## src/design/brpr_pkg.sv

```systemverilog
// Package for the bf16 rotary pair rotator: types, codes and helper functions.
// No dependencies; the top level, the stage files and the bench use it by scoped names.
`default_nettype none
package brpr_pkg;

    // Operand and product classes
    typedef enum logic [1:0] {
        CLS_ZERO = 2'd0,
        CLS_FIN  = 2'd1,
        CLS_INF  = 2'd2,
        CLS_NAN  = 2'd3
    } cls_t;

    localparam logic [15:0] BF16_QNAN = 16'h7FC0;
    localparam logic [14:0] BF16_INF  = 15'h7F80;
    localparam int unsigned SUM_W     = 61;     // aligned sum width
    localparam int unsigned MAX_ALIGN = 44;     // widest exact alignment
    localparam int unsigned STICKY_SH = 28;     // shift when the small term is sticky

    // Exact product: value = sig * 2^ex
    typedef struct packed {
        cls_t               cls;
        logic               sgn;
        logic [15:0]        sig;
        logic signed [9:0]  ex;
    } prod_t;

    // Decoded bf16 operand
    typedef struct packed {
        cls_t               cls;
        logic               sgn;
        logic [7:0]         sig;
        logic signed [8:0]  ex;
    } opnd_t;

    // Aligned sum, or a finished special result
    typedef struct packed {
        logic               spec;
        logic [15:0]        spec_bits;
        logic               sgn;
        logic [SUM_W-1:0]   m;
        logic signed [10:0] ex;
    } sum_t;

    // Normalized sum, leading one at the top bit
    typedef struct packed {
        logic               spec;
        logic [15:0]        spec_bits;
        logic               sgn;
        logic [SUM_W-1:0]   n;
        logic signed [11:0] biased;
    } norm_t;

    function automatic opnd_t bf16_decode(input logic [15:0] h);
        opnd_t o;
        o.sgn = h[15];
        o.sig = 8'd0;
        o.ex  = 9'sd0;
        if (h[14:7] == 8'hFF) begin
            o.cls = (h[6:0] != 7'd0) ? CLS_NAN : CLS_INF;
        end else if (h[14:7] == 8'h00) begin
            o.cls = (h[6:0] != 7'd0) ? CLS_FIN : CLS_ZERO;
            o.sig = {1'b0, h[6:0]};
            o.ex  = -9'sd133;
        end else begin
            o.cls = CLS_FIN;
            o.sig = {1'b1, h[6:0]};
            o.ex  = $signed({1'b0, h[14:7]}) - 9'sd134;
        end
        return o;
    endfunction

    // Index count from the top down to the leading one
    function automatic logic [5:0] lead_zeros(input logic [SUM_W-1:0] m);
        logic [5:0] cnt;
        logic       found;
        cnt   = 6'd0;
        found = 1'b0;
        for (int i = SUM_W - 1; i >= 0; i--) begin
            if (!found) begin
                if (m[i]) begin
                    found = 1'b1;
                end else begin
                    cnt = cnt + 6'd1;
                end
            end
        end
        return cnt;
    endfunction

endpackage
`default_nettype wire

```

## src/design/brpr_if.sv

```systemverilog
// Valid/ready channel interfaces for the rotator's input pair and result pair.
// No dependencies.
`default_nettype none
interface brpr_in_if;
    logic        valid;
    logic        ready;
    logic [15:0] first_half_bits;
    logic [15:0] second_half_bits;
    logic [15:0] cosine_bits;
    logic [15:0] sine_bits;

    modport source (output valid, first_half_bits, second_half_bits, cosine_bits,
                    sine_bits, input ready);
    modport sink   (input valid, first_half_bits, second_half_bits, cosine_bits,
                    sine_bits, output ready);
endinterface

interface brpr_out_if;
    logic        valid;
    logic        ready;
    logic [15:0] rotated_first_bits;
    logic [15:0] rotated_second_bits;

    modport source (output valid, rotated_first_bits, rotated_second_bits, input ready);
    modport sink   (input valid, rotated_first_bits, rotated_second_bits, output ready);
endinterface
`default_nettype wire

```

## src/design/bf16_rotary_pair_rotate.sv

```systemverilog
// Top level of the bf16 rotary pair rotator: four-stage pipeline.
// Depends on brpr_pkg, brpr_if, brpr_mul, brpr_align, brpr_norm, brpr_round.
//
//  channel   dir  word
//  pair_in   in   first_half_bits, second_half_bits, cosine_bits, sine_bits
//  pair_out  out  rotated_first_bits, rotated_second_bits
//
// One word per cycle while pair_out is not stalled; pair_out.valid rises once the
// word has passed the product, sum, normalized and result registers.
// Stages: products, align and add, normalize, round.
// Reset clears the stage valid bits only.
// A stall on pair_out freezes every stage; pair_in.ready drops only then.
`default_nettype none
module bf16_rotary_pair_rotate (
    input  wire logic     clk,
    input  wire logic     rst_n,
    brpr_in_if.sink       pair_in,
    brpr_out_if.source    pair_out
);
    logic            adv;
    logic            v1_reg, v2_reg, v3_reg, v4_reg;
    brpr_pkg::prod_t p_next [4];
    brpr_pkg::prod_t p_reg  [4];
    brpr_pkg::sum_t  s_next [2];
    brpr_pkg::sum_t  s_reg  [2];
    brpr_pkg::norm_t n_next [2];
    brpr_pkg::norm_t n_reg  [2];
    logic [15:0]     r_next [2];
    logic [15:0]     r_reg  [2];

    assign adv           = !v4_reg || pair_out.ready;
    assign pair_in.ready = adv;

    // products: x1*c, x2*s, x2*c, x1*s
    brpr_mul u_mul0 (.a_bits(pair_in.first_half_bits),  .b_bits(pair_in.cosine_bits),
                     .prod(p_next[0]));
    brpr_mul u_mul1 (.a_bits(pair_in.second_half_bits), .b_bits(pair_in.sine_bits),
                     .prod(p_next[1]));
    brpr_mul u_mul2 (.a_bits(pair_in.second_half_bits), .b_bits(pair_in.cosine_bits),
                     .prod(p_next[2]));
    brpr_mul u_mul3 (.a_bits(pair_in.first_half_bits),  .b_bits(pair_in.sine_bits),
                     .prod(p_next[3]));

    brpr_align u_aln0 (.p(p_reg[0]), .r_in(p_reg[1]), .neg(1'b1), .sum(s_next[0]));
    brpr_align u_aln1 (.p(p_reg[2]), .r_in(p_reg[3]), .neg(1'b0), .sum(s_next[1]));

    brpr_norm u_nrm0 (.sum(s_reg[0]), .nrm(n_next[0]));
    brpr_norm u_nrm1 (.sum(s_reg[1]), .nrm(n_next[1]));

    brpr_round u_rnd0 (.nrm(n_reg[0]), .res(r_next[0]));
    brpr_round u_rnd1 (.nrm(n_reg[1]), .res(r_next[1]));

    // advance valid bits
    always_ff @(posedge clk or negedge rst_n)
    begin
        if (!rst_n)
        begin
            v1_reg <= 1'b0;
            v2_reg <= 1'b0;
            v3_reg <= 1'b0;
            v4_reg <= 1'b0;
        end
        else if (adv)
        begin
            v1_reg <= pair_in.valid;
            v2_reg <= v1_reg;
            v3_reg <= v2_reg;
            v4_reg <= v3_reg;
        end
    end

    // advance payload, hold on stall
    always_ff @(posedge clk)
    begin
        if (adv)
        begin
            p_reg <= p_next;
            s_reg <= s_next;
            n_reg <= n_next;
            r_reg <= r_next;
        end
    end

    assign pair_out.valid               = v4_reg;
    assign pair_out.rotated_first_bits  = r_reg[0];
    assign pair_out.rotated_second_bits = r_reg[1];
endmodule
`default_nettype wire

```

## src/design/brpr_mul.sv

```systemverilog
// Stage 1 logic: decode one bf16 pair of operands and form the exact product.
// Depends on brpr_pkg.
`default_nettype none
module brpr_mul (
    input  wire logic [15:0]    a_bits,
    input  wire logic [15:0]    b_bits,
    output brpr_pkg::prod_t     prod
);
    brpr_pkg::opnd_t a;
    brpr_pkg::opnd_t b;

    always_comb
    begin
        a = brpr_pkg::bf16_decode(a_bits);
        b = brpr_pkg::bf16_decode(b_bits);
        prod.sgn = a.sgn ^ b.sgn;
        prod.sig = 16'd0;
        prod.ex  = 10'sd0;
        // classify, then multiply finite operands
        if (a.cls == brpr_pkg::CLS_NAN || b.cls == brpr_pkg::CLS_NAN) begin
            prod.cls = brpr_pkg::CLS_NAN;
        end else if ((a.cls == brpr_pkg::CLS_INF && b.cls == brpr_pkg::CLS_ZERO) ||
                     (a.cls == brpr_pkg::CLS_ZERO && b.cls == brpr_pkg::CLS_INF)) begin
            prod.cls = brpr_pkg::CLS_NAN;
        end else if (a.cls == brpr_pkg::CLS_INF || b.cls == brpr_pkg::CLS_INF) begin
            prod.cls = brpr_pkg::CLS_INF;
        end else if (a.cls == brpr_pkg::CLS_ZERO || b.cls == brpr_pkg::CLS_ZERO) begin
            prod.cls = brpr_pkg::CLS_ZERO;
        end else begin
            prod.cls = brpr_pkg::CLS_FIN;
            prod.sig = {8'd0, a.sig} * {8'd0, b.sig};
            prod.ex  = 10'(a.ex) + 10'(b.ex);
        end
    end
endmodule
`default_nettype wire

```

## src/design/brpr_align.sv

```systemverilog
// Stage 2 logic: resolve special cases, align two products and add them.
// Depends on brpr_pkg.
`default_nettype none
module brpr_align (
    input  wire brpr_pkg::prod_t p,
    input  wire brpr_pkg::prod_t r_in,
    input  wire logic            neg,
    output brpr_pkg::sum_t       sum
);
    brpr_pkg::prod_t            r;
    brpr_pkg::prod_t            hi;
    brpr_pkg::prod_t            lo;
    logic signed [10:0]         diff;
    logic [brpr_pkg::SUM_W-1:0] a_val;
    logic [brpr_pkg::SUM_W-1:0] b_val;

    always_comb
    begin
        r      = r_in;
        r.sgn  = r_in.sgn ^ neg;
        hi     = p;
        lo     = r;
        diff   = 11'sd0;
        a_val  = '0;
        b_val  = '0;
        sum    = '0;

        if (p.cls == brpr_pkg::CLS_NAN || r.cls == brpr_pkg::CLS_NAN) begin
            sum.spec      = 1'b1;
            sum.spec_bits = brpr_pkg::BF16_QNAN;
        end else if (p.cls == brpr_pkg::CLS_INF && r.cls == brpr_pkg::CLS_INF) begin
            sum.spec      = 1'b1;
            sum.spec_bits = (p.sgn == r.sgn) ? {p.sgn, brpr_pkg::BF16_INF}
                                             : brpr_pkg::BF16_QNAN;
        end else if (p.cls == brpr_pkg::CLS_INF) begin
            sum.spec      = 1'b1;
            sum.spec_bits = {p.sgn, brpr_pkg::BF16_INF};
        end else if (r.cls == brpr_pkg::CLS_INF) begin
            sum.spec      = 1'b1;
            sum.spec_bits = {r.sgn, brpr_pkg::BF16_INF};
        end else if (p.cls == brpr_pkg::CLS_ZERO && r.cls == brpr_pkg::CLS_ZERO) begin
            sum.spec      = 1'b1;
            sum.spec_bits = {p.sgn & r.sgn, 15'd0};
        end else begin
            // pick the larger-exponent term; a zero term contributes nothing
            if (p.cls == brpr_pkg::CLS_ZERO) begin
                hi = r;
            end else if (r.cls == brpr_pkg::CLS_ZERO) begin
                hi = p;
            end else if (p.ex >= r.ex) begin
                hi = p;
                lo = r;
            end else begin
                hi = r;
                lo = p;
            end

            if (p.cls == brpr_pkg::CLS_ZERO || r.cls == brpr_pkg::CLS_ZERO) begin
                a_val  = brpr_pkg::SUM_W'(hi.sig);
                sum.ex = 11'(hi.ex);
                lo.sgn = hi.sgn;
            end else begin
                diff = 11'(hi.ex) - 11'(lo.ex);
                if (diff <= $signed(11'(brpr_pkg::MAX_ALIGN))) begin
                    a_val  = brpr_pkg::SUM_W'(hi.sig) << diff[5:0];
                    b_val  = brpr_pkg::SUM_W'(lo.sig);
                    sum.ex = 11'(lo.ex);
                end else begin
                    // small term only matters as a sticky bit
                    a_val  = brpr_pkg::SUM_W'(hi.sig) << brpr_pkg::STICKY_SH;
                    b_val  = brpr_pkg::SUM_W'(1);
                    sum.ex = 11'(hi.ex) - 11'(brpr_pkg::STICKY_SH);
                end
            end

            // signed magnitude add
            if (hi.sgn == lo.sgn) begin
                sum.m   = a_val + b_val;
                sum.sgn = hi.sgn;
            end else if (a_val >= b_val) begin
                sum.m   = a_val - b_val;
                sum.sgn = hi.sgn;
            end else begin
                sum.m   = b_val - a_val;
                sum.sgn = lo.sgn;
            end

            // exact cancellation gives +0
            if (sum.m == '0) begin
                sum.spec      = 1'b1;
                sum.spec_bits = 16'h0000;
            end
        end
    end
endmodule
`default_nettype wire

```

## src/design/brpr_norm.sv

```systemverilog
// Stage 3 logic: find the leading one and left-justify the sum.
// Depends on brpr_pkg.
`default_nettype none
module brpr_norm (
    input  wire brpr_pkg::sum_t sum,
    output brpr_pkg::norm_t     nrm
);
    logic [5:0] lz;

    always_comb
    begin
        lz            = brpr_pkg::lead_zeros(sum.m);
        nrm.spec      = sum.spec;
        nrm.spec_bits = sum.spec_bits;
        nrm.sgn       = sum.sgn;
        nrm.n         = sum.m << lz;
        // biased = lead + ex + 127, lead = 60 - lz
        nrm.biased    = 12'(sum.ex) + 12'sd187 - $signed({6'd0, lz});
    end
endmodule
`default_nettype wire

```

## src/design/brpr_round.sv

```systemverilog
// Stage 4 logic: round to fp32 with flush of subnormals, then round to bf16.
// Depends on brpr_pkg.
`default_nettype none
module brpr_round (
    input  wire brpr_pkg::norm_t nrm,
    output logic [15:0]          res
);
    logic               rnd;
    logic [24:0]        q;
    logic signed [11:0] b2;
    logic [22:0]        mant;
    logic [30:0]        mag;
    logic [31:0]        t;

    always_comb
    begin
        // fp32 round to nearest even on the top 24 bits
        rnd  = nrm.n[36] && ((|nrm.n[35:0]) || nrm.n[37]);
        q    = {1'b0, nrm.n[60:37]} + {24'd0, rnd};
        b2   = nrm.biased + {11'd0, q[24]};
        mant = q[24] ? q[23:1] : q[22:0];
        if (nrm.biased >= 12'sd1) begin
            if (b2 >= 12'sd255) begin
                mag = 31'h7F800000;
            end else begin
                mag = {b2[7:0], mant};
            end
        end else if (nrm.biased == 12'sd0 && (&nrm.n[60:37])) begin
            // subnormal that rounds up to the smallest normal
            mag = 31'h00800000;
        end else begin
            mag = 31'd0;
        end
        // fp32 to bf16, nearest even
        t = {1'b0, mag} + 32'h7FFF + {31'd0, mag[16]};
        if (nrm.spec) begin
            res = nrm.spec_bits;
        end else begin
            res = {nrm.sgn, t[30:16]};
        end
    end
endmodule
`default_nettype wire

```

## src/flat_wrapper.sv

```systemverilog
// flat-port wrapper written by rule: the top's interface ports become plain ports
module bf16_rotary_pair_rotate_flat 
  (clk, rst_n, pair_in_valid, pair_in_first_half_bits, pair_in_second_half_bits, pair_in_cosine_bits, pair_in_sine_bits, pair_in_ready, pair_out_valid, pair_out_rotated_first_bits, pair_out_rotated_second_bits, pair_out_ready);
  brpr_in_if pair_in_i ();
  brpr_out_if pair_out_i ();
  input  wire logic clk;
  input  wire logic rst_n;
  input wire logic [$bits(pair_in_i.valid)-1:0] pair_in_valid;
  input wire logic [$bits(pair_in_i.first_half_bits)-1:0] pair_in_first_half_bits;
  input wire logic [$bits(pair_in_i.second_half_bits)-1:0] pair_in_second_half_bits;
  input wire logic [$bits(pair_in_i.cosine_bits)-1:0] pair_in_cosine_bits;
  input wire logic [$bits(pair_in_i.sine_bits)-1:0] pair_in_sine_bits;
  output wire logic [$bits(pair_in_i.ready)-1:0] pair_in_ready;
  output wire logic [$bits(pair_out_i.valid)-1:0] pair_out_valid;
  output wire logic [$bits(pair_out_i.rotated_first_bits)-1:0] pair_out_rotated_first_bits;
  output wire logic [$bits(pair_out_i.rotated_second_bits)-1:0] pair_out_rotated_second_bits;
  input wire logic [$bits(pair_out_i.ready)-1:0] pair_out_ready;
  assign pair_in_i.valid = pair_in_valid;
  assign pair_in_i.first_half_bits = pair_in_first_half_bits;
  assign pair_in_i.second_half_bits = pair_in_second_half_bits;
  assign pair_in_i.cosine_bits = pair_in_cosine_bits;
  assign pair_in_i.sine_bits = pair_in_sine_bits;
  assign pair_in_ready = pair_in_i.ready;
  assign pair_out_valid = pair_out_i.valid;
  assign pair_out_rotated_first_bits = pair_out_i.rotated_first_bits;
  assign pair_out_rotated_second_bits = pair_out_i.rotated_second_bits;
  assign pair_out_i.ready = pair_out_ready;
  bf16_rotary_pair_rotate u_core (.clk(clk), .rst_n(rst_n), .pair_in(pair_in_i), .pair_out(pair_out_i));
endmodule
```

## config.mk

```make
export PLATFORM = sky130hd
export DESIGN_NAME = bf16_rotary_pair_rotate_flat
export DESIGN_NICKNAME = d
export VERILOG_FILES = /design/src/design/brpr_pkg.sv /design/src/design/brpr_if.sv /design/src/design/bf16_rotary_pair_rotate.sv /design/src/design/brpr_mul.sv /design/src/design/brpr_align.sv /design/src/design/brpr_norm.sv /design/src/design/brpr_round.sv /design/src/flat_wrapper.sv
export SDC_FILE = /design/constraint.sdc
export NUM_CORES = 2
export LEC_CHECK = 0
export BUFFER_PORTS_ARGS = -buffer_cell sky130_fd_sc_hd__buf_2
export CAP_MARGIN = 10
export CORE_UTILIZATION = 45
export DETAILED_ROUTE_END_ITERATION = 6
export GPL_ROUTABILITY_DRIVEN = 0
export SYNTH_ARGS = -nofsm -noshare
export SYNTH_HDL_FRONTEND = slang
export SYNTH_SLANG_ARGS = --single-unit
```

## constraint.sdc

```tcl
create_clock -name clk -period 98.8 [get_ports clk]
set_clock_uncertainty 0.05 [all_clocks]
set_input_delay 14.82 -clock clk [delete_from_list [all_inputs] [get_ports clk]]
set_output_delay 14.82 -clock clk [all_outputs]
set_load 0.02 [all_outputs]
```

==> metrics <==
status=finished, violations left; violated checks=DRC; FFs w/ async S/R, synth=0.00866; layout cells sized above 1=0.0618; Syn Inst Count=8519; synthesized flop and latch total=between 400 and 500; die area=approximately 0.15 mm2; iteration count of the initial detailed-routing pass=7; cell family with the largest share of critical-path delay=adder cells; postcts setup bufs=0; Yosys cell types=about 110; Cell Area, Synth=approximately 0.066 mm2; Final Cell Area=approximately 0.070 mm2; Clock Tree Buf Depth=3; core area=0.144 mm2; max FFs per register=between 150 and 200; Critical Path Most Common Cell=ha_1; Max Clk Rate=0.0236 GHz; Hold Fails Final Rpt=0; Num Clock Sinks=462; fin. max-slew vios=0; Hold WS=338 ps; MaxCap Viol Count=0; hold path start=u_core.s_reg[79]$_SDFFCE_PP1P_; TNS Setup=0 ps; Worst setup EP type=register; via count=about 62000; Reg-to-Reg End=u_core.n_reg[11]$_DFFE_PP_; WP data required=approximately 99000 ps; Synth warnings=0; Starting Density=0.456; Tmin final=42410 ps; # IOs=102; H-tree levels=2; Synth top area share=0.209; Worst setup SP type=register; top post-synthesis cells by area=edfxtp_1 (21%), ha_1 (9.2%), nor2_1 (7.3%); CP max FO=53; hold path cells=0; Detailed Place HPWL=~170000 um; area delta synth->final=6.16%; die span in x=384 um; global-route wire length before repair=about 330000 um; Setup Viol. Count Final=0; Critical R2R Launch=u_core.s_reg[70]$_SDFFCE_PP0P_; Port Buffer Count=101; Hold EP=u_core.n_reg[80]$_DFFE_PP_; vias in the first global route=58600; clock latency on the worst-skew pair=680 ps; CTS buffer count=56; Tot GR Track Use=0.279; Crit-path slowest cell=a41oi_1; worst slew pin tran=1150 ps; Nets=roughly 9100; DR iter-0 viols=6436; placed instance area=0.0678 mm2; die height=384 um; Critical Path AT=42880 ps; grt ovf=0; drt total wl=about 210000 um; largest net degree at the start of global routing=81; Site Rows=139; Worst slew margin=0.230; R2R setup slack=56390 ps; mean post-synth cell area=7.71 um2; clock root cell=clkbuf_16; Primary FF master, synth=edfxtp_1; Post-Syn Nets=9227; RSZ-0062 raised after global routing=no; initial antenna violation count=15; DRC viols=2; sequential area share after synthesis=0.211; crit share post-route=0.429; clock-pin slew on the worst setup and hold paths=60 ps; WL/cell=20.6 um; area leader, netlist=edfxtp_1; R2R cell count=about 220; Post-DRT Antenna Nets=0; CP bufs+invs=10; Via-to-Cell Ratio=6.06; CTS tree=done; critical path class=register to register; cts-stage hold buffer count=0; peak per-stage delay on the critical path=approximately 900 ps; cts repair resizes=0; Post-synth EDFFs=458; worst min-delay path class=register to register
[metrics by stage]
step / cells / setup slack [ps] / util
6_report: 10300 / 56390 / 0.484
5_1_grt: 10300 / 53170 / 0.484
4_1_cts: 10300 / 56710 / 0.484
3_5_place_dp: 10200 / 56870 / 0.470
3_3_place_gp: 10200 / 57860 / 0.470
2_1_floorplan: 8519 / 57970 / -
[worst reg2reg max path, delay by kind of cell, from the launching register on]
| family | cells | cell delay, ps |
|---|---|---|
| adder cells (fa/ha/maj) | 57 | 17870 |
| AO/OA/AOI/OAI | 56 | 10140 |
| AND/OR/NAND/NOR | 71 | 7590 |
| multiplexers | 18 | 3390 |
| buffers and inverters | 10 | 1760 |
| XOR/XNOR | 4 | 1010 |
| flip-flops | 1 | 450 |
[cell families after synthesis]
logic type	after synthesis	share of synthesized area
AND/OR/NAND/NOR	3444	0.239
AO/OA/AOI/OAI	1930	0.185
flip-flops	462	0.211
XOR/XNOR	568	0.0852
buffers and inverters	988	0.0575
adder cells (fa/ha/maj)	644	0.141
multiplexers	483	0.0812
[layer usage]
| metal | vias up | wire length, um | track usage |
|---|---|---|---|
| met3 | 523 | 17600 | 0.0462 |
| met1 | 29300 | 92900 | 0.384 |
| met2 | 2742 | 92500 | 0.438 |
| met5 | - | 95 | 0 |
| met4 | 16 | 8830 | 0.106 |
| li1 | 29800 | - | - |
[layout by cell type, fill, tap and decap left out, types with 80 or more instances in the layout]
cell,count
buf_4,83
edfxtp_1,458
ha_1,482
a21oi_1,544
or3_1,117
a21o_1,134
nand3_1,178
inv_1,573
nand2b_1,90
nor2b_1,146
o21bai_1,83
mux2i_1,375
fa_1,158
nor3_1,202
xnor2_1,348
nor4_1,85
nand2_1,968
o21ai_0,460
nor2_1,1272
xor2_1,167
and2_1,80
buf_2,101
[synthesized netlist by cell type (146+ instances only)]
cell type / n
nor2_1: 1275
nand2_1: 968
inv_1: 574
a21oi_1: 546
ha_1: 482
o21ai_0: 460
edfxtp_1: 458
mux2i_1: 375
xnor2_1: 353
clkbuf_1: 333
nor3_1: 204
nand3_1: 178
xor2_1: 169
fa_1: 158
nor2b_1: 146
[worst max-delay path by stage]
stage | start | end | slack, ps | depth (start not counted)
after global routing | u_core.s_reg[70]$_SDFFCE_PP0P_ | u_core.n_reg[11]$_DFFE_PP_ | 53170 | 216
final | u_core.s_reg[70]$_SDFFCE_PP0P_ | u_core.n_reg[11]$_DFFE_PP_ | 56390 | 216
after CTS | u_core.s_reg[70]$_SDFFCE_PP0P_ | u_core.n_reg[11]$_DFFE_PP_ | 56710 | 216
after floorplan | pair_out_ready | pair_in_ready | 57970 | 1
after global placement | u_core.s_reg[70]$_SDFFCE_PP0P_ | u_core.n_reg[11]$_DFFE_PP_ | 57860 | 216
after detailed placement | u_core.s_reg[70]$_SDFFCE_PP0P_ | u_core.n_reg[11]$_DFFE_PP_ | 56870 | 216
[cell type report]
class                   instances  area, um2
fillers                     14100      74400
clock inverters                39        487
well taps                    1903       2380
flip-flops and latches        462      13900
diodes                          4       10.0
multi-input cells            7069      48300
inverters                     583       2190
clock buffers                  61       1420
repair buffers                184       1130
Power is not shown: default switching activity piles up to over one toggle a cycle in this logic, so the estimate is an artifact.
